`src/sv/p2v_pkg.sv`:
```
// Shared types and constants for the phoneme to viseme mapper.
// No dependencies; imported by the front end, the result queue and the top level.
`timescale 1ns / 1ps
`default_nettype none

package p2v_pkg;

    localparam logic [7:0] CHAR_LO = 8'd97;   // 'a'
    localparam logic [7:0] CHAR_HI = 8'd122;  // 'z'

    localparam logic [4:0] CLOSE_LIMIT = 5'd12;
    localparam logic [4:0] MAX_VISEME  = 5'd25;

    // letter indexes, a = 0
    localparam logic [4:0] L_A = 5'd0;
    localparam logic [4:0] L_B = 5'd1;
    localparam logic [4:0] L_C = 5'd2;
    localparam logic [4:0] L_D = 5'd3;
    localparam logic [4:0] L_E = 5'd4;
    localparam logic [4:0] L_F = 5'd5;
    localparam logic [4:0] L_G = 5'd6;
    localparam logic [4:0] L_H = 5'd7;
    localparam logic [4:0] L_I = 5'd8;
    localparam logic [4:0] L_J = 5'd9;
    localparam logic [4:0] L_K = 5'd10;
    localparam logic [4:0] L_L = 5'd11;
    localparam logic [4:0] L_M = 5'd12;
    localparam logic [4:0] L_N = 5'd13;
    localparam logic [4:0] L_O = 5'd14;
    localparam logic [4:0] L_P = 5'd15;
    localparam logic [4:0] L_R = 5'd17;
    localparam logic [4:0] L_S = 5'd18;
    localparam logic [4:0] L_T = 5'd19;
    localparam logic [4:0] L_U = 5'd20;
    localparam logic [4:0] L_V = 5'd21;
    localparam logic [4:0] L_W = 5'd22;
    localparam logic [4:0] L_X = 5'd23;
    localparam logic [4:0] L_Y = 5'd24;
    localparam logic [4:0] L_Z = 5'd25;

    typedef struct packed {
        logic [4:0] viseme;
        logic       last;
    } p2v_result_t;

    // up to two results produced by one accepted item, in order
    typedef struct packed {
        logic [1:0]        cnt;
        p2v_result_t [1:0] res;
    } p2v_push_t;

endpackage

`default_nettype wire

```
`src/sv/p2v_front.sv`:
```
// Front end: accepts characters, tracks the waiting letter and held viseme,
// and resolves phoneme codes into up to two result items. Uses p2v_pkg.
`timescale 1ns / 1ps
`default_nettype none

module p2v_front
    import p2v_pkg::*;
(
    input  wire logic       clk,
    input  wire logic       rst_n,
    input  wire logic       in_valid,
    output logic            in_ready,
    input  wire logic [7:0] character,
    input  wire logic       space_ok,
    output p2v_push_t       push
);

    typedef struct packed {
        logic       used;
        logic       close;
        logic [1:0] n;
        logic [4:0] e0;
        logic [4:0] e1;
    } resolve_t;

    // first letter f against next letter s (s_ok low for a terminator)
    function automatic resolve_t resolve(input logic [4:0] f, input logic s_ok,
                                         input logic [4:0] s);
        resolve_t r;
        r = '0;
        case (f)
            L_A: begin
                if (s_ok && s == L_X) begin
                    r.used = 1'b1; r.n = 2'd1; r.e0 = 5'd22;
                end else if (s_ok && (s == L_A || s == L_H)) begin
                    r.used = 1'b1; r.n = 2'd1; r.e0 = 5'd15;
                end else if (s_ok && (s == L_E || s == L_Y)) begin
                    r.used = 1'b1; r.n = 2'd1; r.e0 = 5'd16;
                end else if (s_ok && (s == L_O || s == L_W)) begin
                    r.used = 1'b1; r.n = 2'd1; r.e0 = 5'd17;
                end
            end
            L_E: begin
                if (s_ok && s == L_R) begin
                    r.used = 1'b1; r.n = 2'd1; r.e0 = 5'd22;
                end else if (s_ok && s == L_H) begin
                    r.used = 1'b1; r.close = 1'b1; r.n = 2'd1; r.e0 = 5'd16;
                end else if (s_ok && s == L_Y) begin
                    r.used = 1'b1; r.close = 1'b1; r.n = 2'd1; r.e0 = 5'd21;
                end
            end
            L_I: begin
                if (s_ok && (s == L_H || s == L_Y)) begin
                    r.used = 1'b1; r.n = 2'd1; r.e0 = 5'd23;
                end
            end
            L_N: begin
                r.n = 2'd1;
                if (s_ok && s == L_G) begin
                    r.used = 1'b1; r.e0 = 5'd21;
                end else begin
                    r.e0 = 5'd1;
                end
            end
            L_L: begin
                r.n = 2'd1; r.e0 = 5'd3;
            end
            L_Z, L_C, L_S: begin
                r.n = 2'd1;
                if (s_ok && s == L_H) begin
                    r.used = 1'b1; r.e0 = 5'd9;
                end else begin
                    r.e0 = 5'd11;
                end
            end
            L_R: begin
                r.n = 2'd1; r.e0 = 5'd25;
            end
            L_G, L_K: begin
                r.n = 2'd1; r.e0 = 5'd5;
            end
            L_H: begin
                if (s_ok && s == L_H) begin
                    r.used = 1'b1; r.n = 2'd1; r.e0 = 5'd5;
                end
            end
            L_B, L_P, L_M: begin
                r.n = 2'd1; r.e0 = 5'd13;
            end
            L_O: begin
                r.close = 1'b1;
                if (s_ok && s == L_W) begin
                    r.used = 1'b1; r.n = 2'd1; r.e0 = 5'd19;
                end else if (s_ok && s == L_Y) begin
                    r.used = 1'b1; r.n = 2'd2; r.e0 = 5'd17; r.e1 = 5'd23;
                end
            end
            L_F: begin
                r.n = 2'd1; r.e0 = 5'd14;
            end
            L_V: begin
                r.n = 2'd1; r.e0 = 5'd24;
            end
            L_D, L_T: begin
                r.n = 2'd1;
                if (s_ok && s == L_H) begin
                    r.used = 1'b1; r.e0 = 5'd7;
                end else begin
                    r.e0 = 5'd1;
                end
            end
            L_W: begin
                r.n = 2'd1; r.e0 = 5'd18;
            end
            L_J: begin
                if (s_ok && s == L_H) begin
                    r.used = 1'b1; r.n = 2'd2; r.e0 = 5'd10; r.e1 = 5'd23;
                end
            end
            L_Y: begin
                r.n = 2'd1; r.e0 = 5'd23;
            end
            L_U: begin
                r.close = 1'b1;
                if (s_ok && s == L_W) begin
                    r.used = 1'b1; r.n = 2'd1; r.e0 = 5'd19;
                end else if (s_ok && s == L_H) begin
                    r.used = 1'b1; r.n = 2'd1; r.e0 = 5'd24;
                end
            end
            default: r = '0;
        endcase
        return r;
    endfunction

    logic       pending_valid_reg, pending_valid_next;
    logic [4:0] pending_letter_reg, pending_letter_next;
    logic       held_valid_reg, held_valid_next;
    logic [4:0] held_viseme_reg, held_viseme_next;

    logic       accept;
    logic       is_letter;
    logic [4:0] letter;

    assign in_ready  = space_ok;
    assign accept    = in_valid && space_ok;
    assign is_letter = (character >= CHAR_LO) && (character <= CHAR_HI);
    assign letter    = 5'(character - CHAR_LO);

    always_comb
    begin
        resolve_t   r;
        logic [1:0] n;
        r                   = '0;
        n                   = 2'd0;
        push                = '0;
        pending_valid_next  = pending_valid_reg;
        pending_letter_next = pending_letter_reg;
        held_valid_next     = held_valid_reg;
        held_viseme_next    = held_viseme_reg;
        if (accept)
        begin
            if (pending_valid_reg)
            begin
                r = resolve(pending_letter_reg, is_letter, letter);
            end
            if (r.close && held_valid_next && held_viseme_next < CLOSE_LIMIT)
            begin
                held_viseme_next = 5'(held_viseme_next + 5'd1);
            end
            // each new viseme pushes the held one out
            if (r.n != 2'd0)
            begin
                if (held_valid_next)
                begin
                    push.res[n[0]] = '{viseme: held_viseme_next, last: 1'b0};
                    n = 2'(n + 2'd1);
                end
                held_viseme_next = r.e0;
                held_valid_next  = 1'b1;
            end
            if (r.n == 2'd2)
            begin
                push.res[n[0]] = '{viseme: held_viseme_next, last: 1'b0};
                n = 2'(n + 2'd1);
                held_viseme_next = r.e1;
            end
            if (is_letter)
            begin
                if (!pending_valid_reg || !r.used)
                begin
                    pending_valid_next  = 1'b1;
                    pending_letter_next = letter;
                end
                else
                begin
                    pending_valid_next = 1'b0;
                end
            end
            else
            begin
                // end of string: flush held viseme, or a closed mouth if none
                push.res[n[0]] = '{viseme: (held_valid_next ? held_viseme_next : 5'd0),
                                   last: 1'b1};
                n = 2'(n + 2'd1);
                pending_valid_next  = 1'b0;
                pending_letter_next = 5'd0;
                held_valid_next     = 1'b0;
                held_viseme_next    = 5'd0;
            end
        end
        push.cnt = n;
    end

    always_ff @(posedge clk or negedge rst_n)
    begin
        if (!rst_n)
        begin
            pending_valid_reg  <= 1'b0;
            pending_letter_reg <= 5'd0;
            held_valid_reg     <= 1'b0;
            held_viseme_reg    <= 5'd0;
        end
        else
        begin
            pending_valid_reg  <= pending_valid_next;
            pending_letter_reg <= pending_letter_next;
            held_valid_reg     <= held_valid_next;
            held_viseme_reg    <= held_viseme_next;
        end
    end

    a_term_clears: assert property (@(posedge clk) disable iff (!rst_n)
        (accept && !is_letter) |=> (!pending_valid_reg && !held_valid_reg))
        else $error("state not cleared after end of string");

    a_pair_order: assert property (@(posedge clk) disable iff (!rst_n)
        (push.cnt == 2'd2) |-> (!push.res[0].last))
        else $error("first of two results marked last");

    a_held_range: assert property (@(posedge clk) disable iff (!rst_n)
        held_valid_reg |-> (held_viseme_reg <= MAX_VISEME))
        else $error("held viseme out of range");

endmodule

`default_nettype wire

```
`src/sv/p2v_queue.sv`:
```
// Result queue: takes up to two result items per cycle from the front end
// and hands them out one per cycle while out_ready is high. Uses p2v_pkg.
`timescale 1ns / 1ps
`default_nettype none

module p2v_queue
    import p2v_pkg::*;
#(
    parameter int DEPTH = 4
)
(
    input  wire logic       clk,
    input  wire logic       rst_n,
    input  wire p2v_push_t  push,
    output logic            space_ok,
    output logic            out_valid,
    input  wire logic       out_ready,
    output logic [4:0]      mouth_shape,
    output logic            last
);

    localparam int PW = (DEPTH > 1) ? $clog2(DEPTH) : 1;
    localparam int CW = $clog2(DEPTH + 1);

    function automatic logic [PW-1:0] ptr_inc(input logic [PW-1:0] p);
        return (p == PW'(DEPTH - 1)) ? '0 : PW'(p + PW'(1));
    endfunction

    p2v_result_t   mem_reg [DEPTH];
    logic [PW-1:0] wr_ptr_reg, wr_ptr_next;
    logic [PW-1:0] rd_ptr_reg, rd_ptr_next;
    logic [CW-1:0] count_reg, count_next;
    logic [PW-1:0] wr_ptr_1;
    logic          pop;

    assign wr_ptr_1    = ptr_inc(wr_ptr_reg);
    assign out_valid   = (count_reg != '0);
    assign pop         = out_valid && out_ready;
    assign mouth_shape = mem_reg[rd_ptr_reg].viseme;
    assign last        = mem_reg[rd_ptr_reg].last;
    // room for the worst case of two results from the next item
    assign space_ok    = (count_reg <= CW'(DEPTH - 2));

    always_comb
    begin
        count_next  = CW'(count_reg + CW'(push.cnt) - CW'(pop));
        rd_ptr_next = pop ? ptr_inc(rd_ptr_reg) : rd_ptr_reg;
        case (push.cnt)
            2'd1:    wr_ptr_next = wr_ptr_1;
            2'd2:    wr_ptr_next = ptr_inc(wr_ptr_1);
            default: wr_ptr_next = wr_ptr_reg;
        endcase
    end

    always_ff @(posedge clk)
    begin
        if (push.cnt != 2'd0)
        begin
            mem_reg[wr_ptr_reg] <= push.res[0];
        end
        if (push.cnt == 2'd2)
        begin
            mem_reg[wr_ptr_1] <= push.res[1];
        end
    end

    always_ff @(posedge clk or negedge rst_n)
    begin
        if (!rst_n)
        begin
            wr_ptr_reg <= '0;
            rd_ptr_reg <= '0;
            count_reg  <= '0;
        end
        else
        begin
            wr_ptr_reg <= wr_ptr_next;
            rd_ptr_reg <= rd_ptr_next;
            count_reg  <= count_next;
        end
    end

    a_no_overflow: assert property (@(posedge clk) disable iff (!rst_n)
        (push.cnt != 2'd0) |-> ((count_reg + CW'(push.cnt)) <= CW'(DEPTH)))
        else $error("result queue overflow");

    a_count_track: assert property (@(posedge clk) disable iff (!rst_n)
        1'b1 |=> (count_reg == CW'($past(count_reg) + CW'($past(push.cnt))
                                   - CW'($past(pop)))))
        else $error("queue count mismatch");

    a_ptr_gap: assert property (@(posedge clk) disable iff (!rst_n)
        (count_reg == '0) |-> (wr_ptr_reg == rd_ptr_reg))
        else $error("empty queue with pointers apart");

endmodule

`default_nettype wire

```
`src/sv/phoneme_to_viseme_mapper_core.sv`:
```
// Phoneme to viseme mapper, top level. Takes one character per item and
// returns viseme ids. A character is accepted every cycle while the result
// queue has two free entries; each result item leaves in the cycle after the
// character that produced it at the earliest, one per cycle. A string never
// yields more results than characters, so with the output always ready the
// queue never fills and one character is taken every cycle; only output
// stalls hold off the input. Depends on p2v_pkg, p2v_front and p2v_queue.
`timescale 1ns / 1ps
`default_nettype none

module phoneme_to_viseme_mapper_core
    import p2v_pkg::*;
#(
    parameter int QUEUE_DEPTH = 4
)
(
    input  wire logic       clk,
    input  wire logic       rst_n,
    input  wire logic       in_valid,
    output logic            in_ready,
    input  wire logic [7:0] character,
    output logic            out_valid,
    input  wire logic       out_ready,
    output logic [4:0]      mouth_shape,
    output logic            last
);

    p2v_push_t push;
    logic      space_ok;

    p2v_front u_front (
        .clk      (clk),
        .rst_n    (rst_n),
        .in_valid (in_valid),
        .in_ready (in_ready),
        .character(character),
        .space_ok (space_ok),
        .push     (push)
    );

    p2v_queue #(
        .DEPTH(QUEUE_DEPTH)
    ) u_queue (
        .clk        (clk),
        .rst_n      (rst_n),
        .push       (push),
        .space_ok   (space_ok),
        .out_valid  (out_valid),
        .out_ready  (out_ready),
        .mouth_shape(mouth_shape),
        .last       (last)
    );

endmodule

`default_nettype wire

```
`config.mk`:
```
export PLATFORM = sky130hd
export DESIGN_NAME = phoneme_to_viseme_mapper_core
export DESIGN_NICKNAME = d
export VERILOG_FILES = /design/src/sv/p2v_pkg.sv /design/src/sv/p2v_front.sv /design/src/sv/p2v_queue.sv /design/src/sv/phoneme_to_viseme_mapper_core.sv
export SDC_FILE = /design/constraint.sdc
export NUM_CORES = 1
export LEC_CHECK = 0
export BUFFER_PORTS_ARGS = -buffer_cell sky130_fd_sc_hd__buf_2
export CAP_MARGIN = 20
export CORE_MARGIN = 10
export CORE_UTILIZATION = 40
export DETAILED_ROUTE_END_ITERATION = 6
export PLACE_DENSITY_LB_ADDON = 0.08
export SYNTH_ARGS = -nofsm -noshare
export SYNTH_HDL_FRONTEND = slang
export SYNTH_HIERARCHICAL = 1
export SYNTH_SLANG_ARGS = --single-unit
```
`constraint.sdc`:
```
create_clock -name clk -period 4.9 [get_ports clk]
set_clock_uncertainty 0.05 [all_clocks]
set_input_delay 0.98 -clock clk [delete_from_list [all_inputs] [get_ports clk]]
set_output_delay 0.98 -clock clk [all_outputs]
set_load 0.005 [all_outputs]
```
==> impl_summary.md <==
Run status
The flow ran to the end, and the final reports show no timing, DRC or antenna violations.

Place
Detailed placement finished with a half-perimeter wire length of 9760 um. Once placement finished, the instance area stood at 5116 sq um. The total instance count after detailed placement is 665. The count of port buffers added during placement is 19. At the end of routability-driven placement, the weighted congestion stood at 0.9051.

Power and ir drop
The total power divided by cell area is 315.6 nW/um^2. The final total power is 0.001713 W. The worst-case IR drop observed on VDD is 243.5 uV.

For this design the static power due to leakage is 2.255 nW.

Worst setup path
The maximum fanout encountered on the critical timing path is 7. At the worst endpoint, the arrival time is 4880 ps. The logic depth of the worst register-to-register path is 17. The required time at the endpoint of the critical path is 4890 ps.

The worst setup path is launched from an input pin. The setup path with the least slack is of type in2reg. The nature of the critical path endpoint is a register.

Global route
The number of antenna violations at the first check in global routing is 0. Across every metal layer, demand over resource in global routing totals 16.50%. The number of global-route vias before repair is 3792. Entering global routing, the biggest net connects 22 pins.

The first global-routing pass estimated 19890 um of wire. The overall overflow remaining after global route is 0.

Route
The detailed-routing iteration count for the pre-antenna-repair pass is 5. Wires add up to 12440 um. The count of nets left with antenna violations once routing finished came out at 0. After detailed routing, the number of vias per cell comes to 5.850. The number of remaining DRC errors is 0. The number of vias in the routed layout is 3984. The violation count after the first detailed-route iteration is 347. The average detailed-routed wire length per instance is 18.27 um.

Min path
Counting instances, the worst hold path has a depth of 1. The path class of the tightest hold or removal check is reg2reg.

Layout
The fraction of layout instances using a drive strength above 1 is 35.58%. The total number of nets in the final design is 583. The library cell used most frequently in the layout, excluding fill and tap cells, is buf_4. The register with the most flip-flops in the layout has 24 of them. The finished cells cover 5428 sq um.

The area added between synthesis and finish is 32.14%. 0 antenna diodes ended up in the layout. The count of cells in the finished layout, fillers not included, comes to 681.

In the layout the commonest cells are 81 x buf_4, 36 x nor2_1, 35 x nand2_1.

Timing
Subtracting the final worst setup slack from the clock period gives 4886 ps. The final critical path takes up 99.72% of the cycle. For the pin with the worst max-slew slack, the measured transition is 757.4 ps. Setup total negative slack on the finished layout was measured at 0 ps. The highest attainable clock frequency is 0.2047 GHz. The count of endpoints failing hold in the final timing report came to 0. Setup repair after global routing could not meet its margin everywhere.

The final hold slack is 446.6 ps. Measured against its own limit, the worst slew margin works out to 49.16%. The number of slew-limit violations in the final report came to 0.

Setup violations remaining at the end of the flow were counted as 0.

Floorplanning
The die area is 14720 sq um. The height of the die is 121.3 um. The region available for standard cell placement spans 9910 sq um. Pin placement for this block handled 20 I/O pins. The die width is 121.3 um. The floorplan has 36 rows. The initial core utilization is 41.45%.

Clock network
The maximum buffer depth of the clock tree is 2. The CTS tree is done. After clock tree synthesis, the clock-pin slew on the worst setup and hold paths is 80 ps. The post-cts hold buffer count is 0.

The H-tree was split into 2 levels. The count of clock tree sinks is 43. The clock root buffer master is clkbuf_8.

In this run, CTS created clock tree buffers numbering 5. The latest clock arrival within the worst-skew pair is 300 ps.

Yosys
The number of flip-flops and latches in the synthesized netlist is 43. By area, the combinational part of the netlist is dominated by simple AND/OR/NAND/NOR gates. After synthesis, the netlist uses 78 different library cells.

The number of flops mapped to enable cells by yosys is 24. Yosys printed 6 warnings. The basic-gate share of the synthesized area counting and, or, nand and nor cells is 21.29%. For this run, asynchronously set or reset flops after synthesis account for 44.19%. The combined area of all synthesized cells is 4108 sq um.

Measured against the total synthesized area, the mux share comes to 13.71%. The fraction of the mapped netlist area in adder cells is 7.493%. The post-synthesis compound-gate area fraction is 20.83%. In this run the mean area of a mapped cell was 8.930 sq um.

The flip-flop cell with the highest count after synthesis is edfxtp_1. Synthesis produced a netlist whose cell count is 460. The post-synth net total is 496. Of the total synthesized cell area, the portion taken by XOR and XNOR cells is 2.559%.

The register area share after synthesis is 29.12%.

Run
Max-cap violations in this run came to 0.
kinds of logic after synthesis:
logic type               Yosys count
multiplexers                      44
XOR/XNOR                          12
AO/OA/AOI/OAI                    121
AND/OR/NAND/NOR                  164
flip-flops                        43
adder cells (fa/ha/maj)           24
buffers and inverters             52
critical path, cell delays in order:
cell and delay (ps):
buf_12 110, inv_16 50, ha_4 150, nor3b_4 370
mux2i_2 380, a2111oi_4 70, a31o_4 230, o21a_1 180
or4_4 540, o21ai_4 180, nor2_2 50, ha_1 310
ha_1 290, and3_4 200, inv_4 40, ha_4 150
buf_12 150, nand2_8 120, mux2_4 310
layer usage:
layer  vias up  global-route usage (%)  share of wire, %
li1       1912                       -                 -
met1      1909                   24.16                49
met2       151                   24.63                44
met3        12                   2.839               6.5
met4         0                   3.353               1.1
met5         -                       0                 0
through the flow:
stage / setup WS [ps] / utilization (%)
after detailed placement: -446.4 / 51.63
after CTS: 18.44 / 53.02
after global placement: -394.3 / 51.63
after global routing: -76.51 / 54.77
after floorplan: -239.0 / -
final: 13.78 / 54.77
Yosys cell counts, types with 4 or more instances:
library cell	instances	area [sq um]
a211oi_1	6	45.04
a21oi_1	18	90.09
a311oi_1	4	35.03
a31oi_1	7	43.79
and3_1	6	37.54
buf_2	5	25.02
clkbuf_1	17	63.81
dfrtp_1	19	475.5
edfxtp_1	24	720.7
ha_1	23	287.8
inv_1	25	93.84
mux2_1	4	45.04
mux2_2	26	292.8
mux2i_1	6	60.06
mux4_2	6	135.1
nand2_1	39	146.4
nand2b_1	7	43.79
nand3_1	14	70.07
nand4_1	9	56.30
nor2_1	37	138.9
nor2b_1	4	25.02
nor3_1	12	60.06
nor4_1	4	25.02
o211ai_1	9	67.56
o21a_1	6	45.04
o21ai_0	19	95.09
o21ai_1	9	45.04
o31ai_1	6	45.04
or4_1	4	30.03
xnor2_1	8	70.07
xor2_1	4	35.03
power breakdown:
part | internal, W | switching, W
registers | 0.000461 | 0.000123
clock network | 0.0000976 | 0.000120
logic | 0.000433 | 0.000479
repair_timing:
item,in CTS,in global routing
resized for setup,9,28
pin swaps,6,13
gates cloned,0,0
endpoints found under the setup margin,49,50
buffers inserted,3,5
area by class of cell:
cell class                 instances  area (sq um)
fill                             920          4482
multi-input combinational        365          3058
sequential                        43          1196
timing repair buffer             105         798.3
tap                              133         166.4
inverter                          27         125.1
clock buffer                       5         68.82
clock inverter                     3         15.01
worst paths after layout:
| kind | to | slack (ps) | from |
|---|---|---|---|
| worst min-delay path | u_queue/count_reg[2] | 450 | u_queue/count_reg[2] |
| worst max-delay path | u_queue/mem_reg[2][2] | 10 | character[1] |
| min in group asynchronous | u_queue/wr_ptr_reg[1] | 570 | rst_n |
| worst min register to register | u_queue/count_reg[2] | 450 | u_queue/count_reg[2] |
| worst max register to register | u_queue/mem_reg[2][2] | 530 | u_front/pending_letter_reg[1] |
| max in group asynchronous | u_front/held_viseme_reg[1] | 3910 | rst_n |
Power figures use the tool's default switching activity.
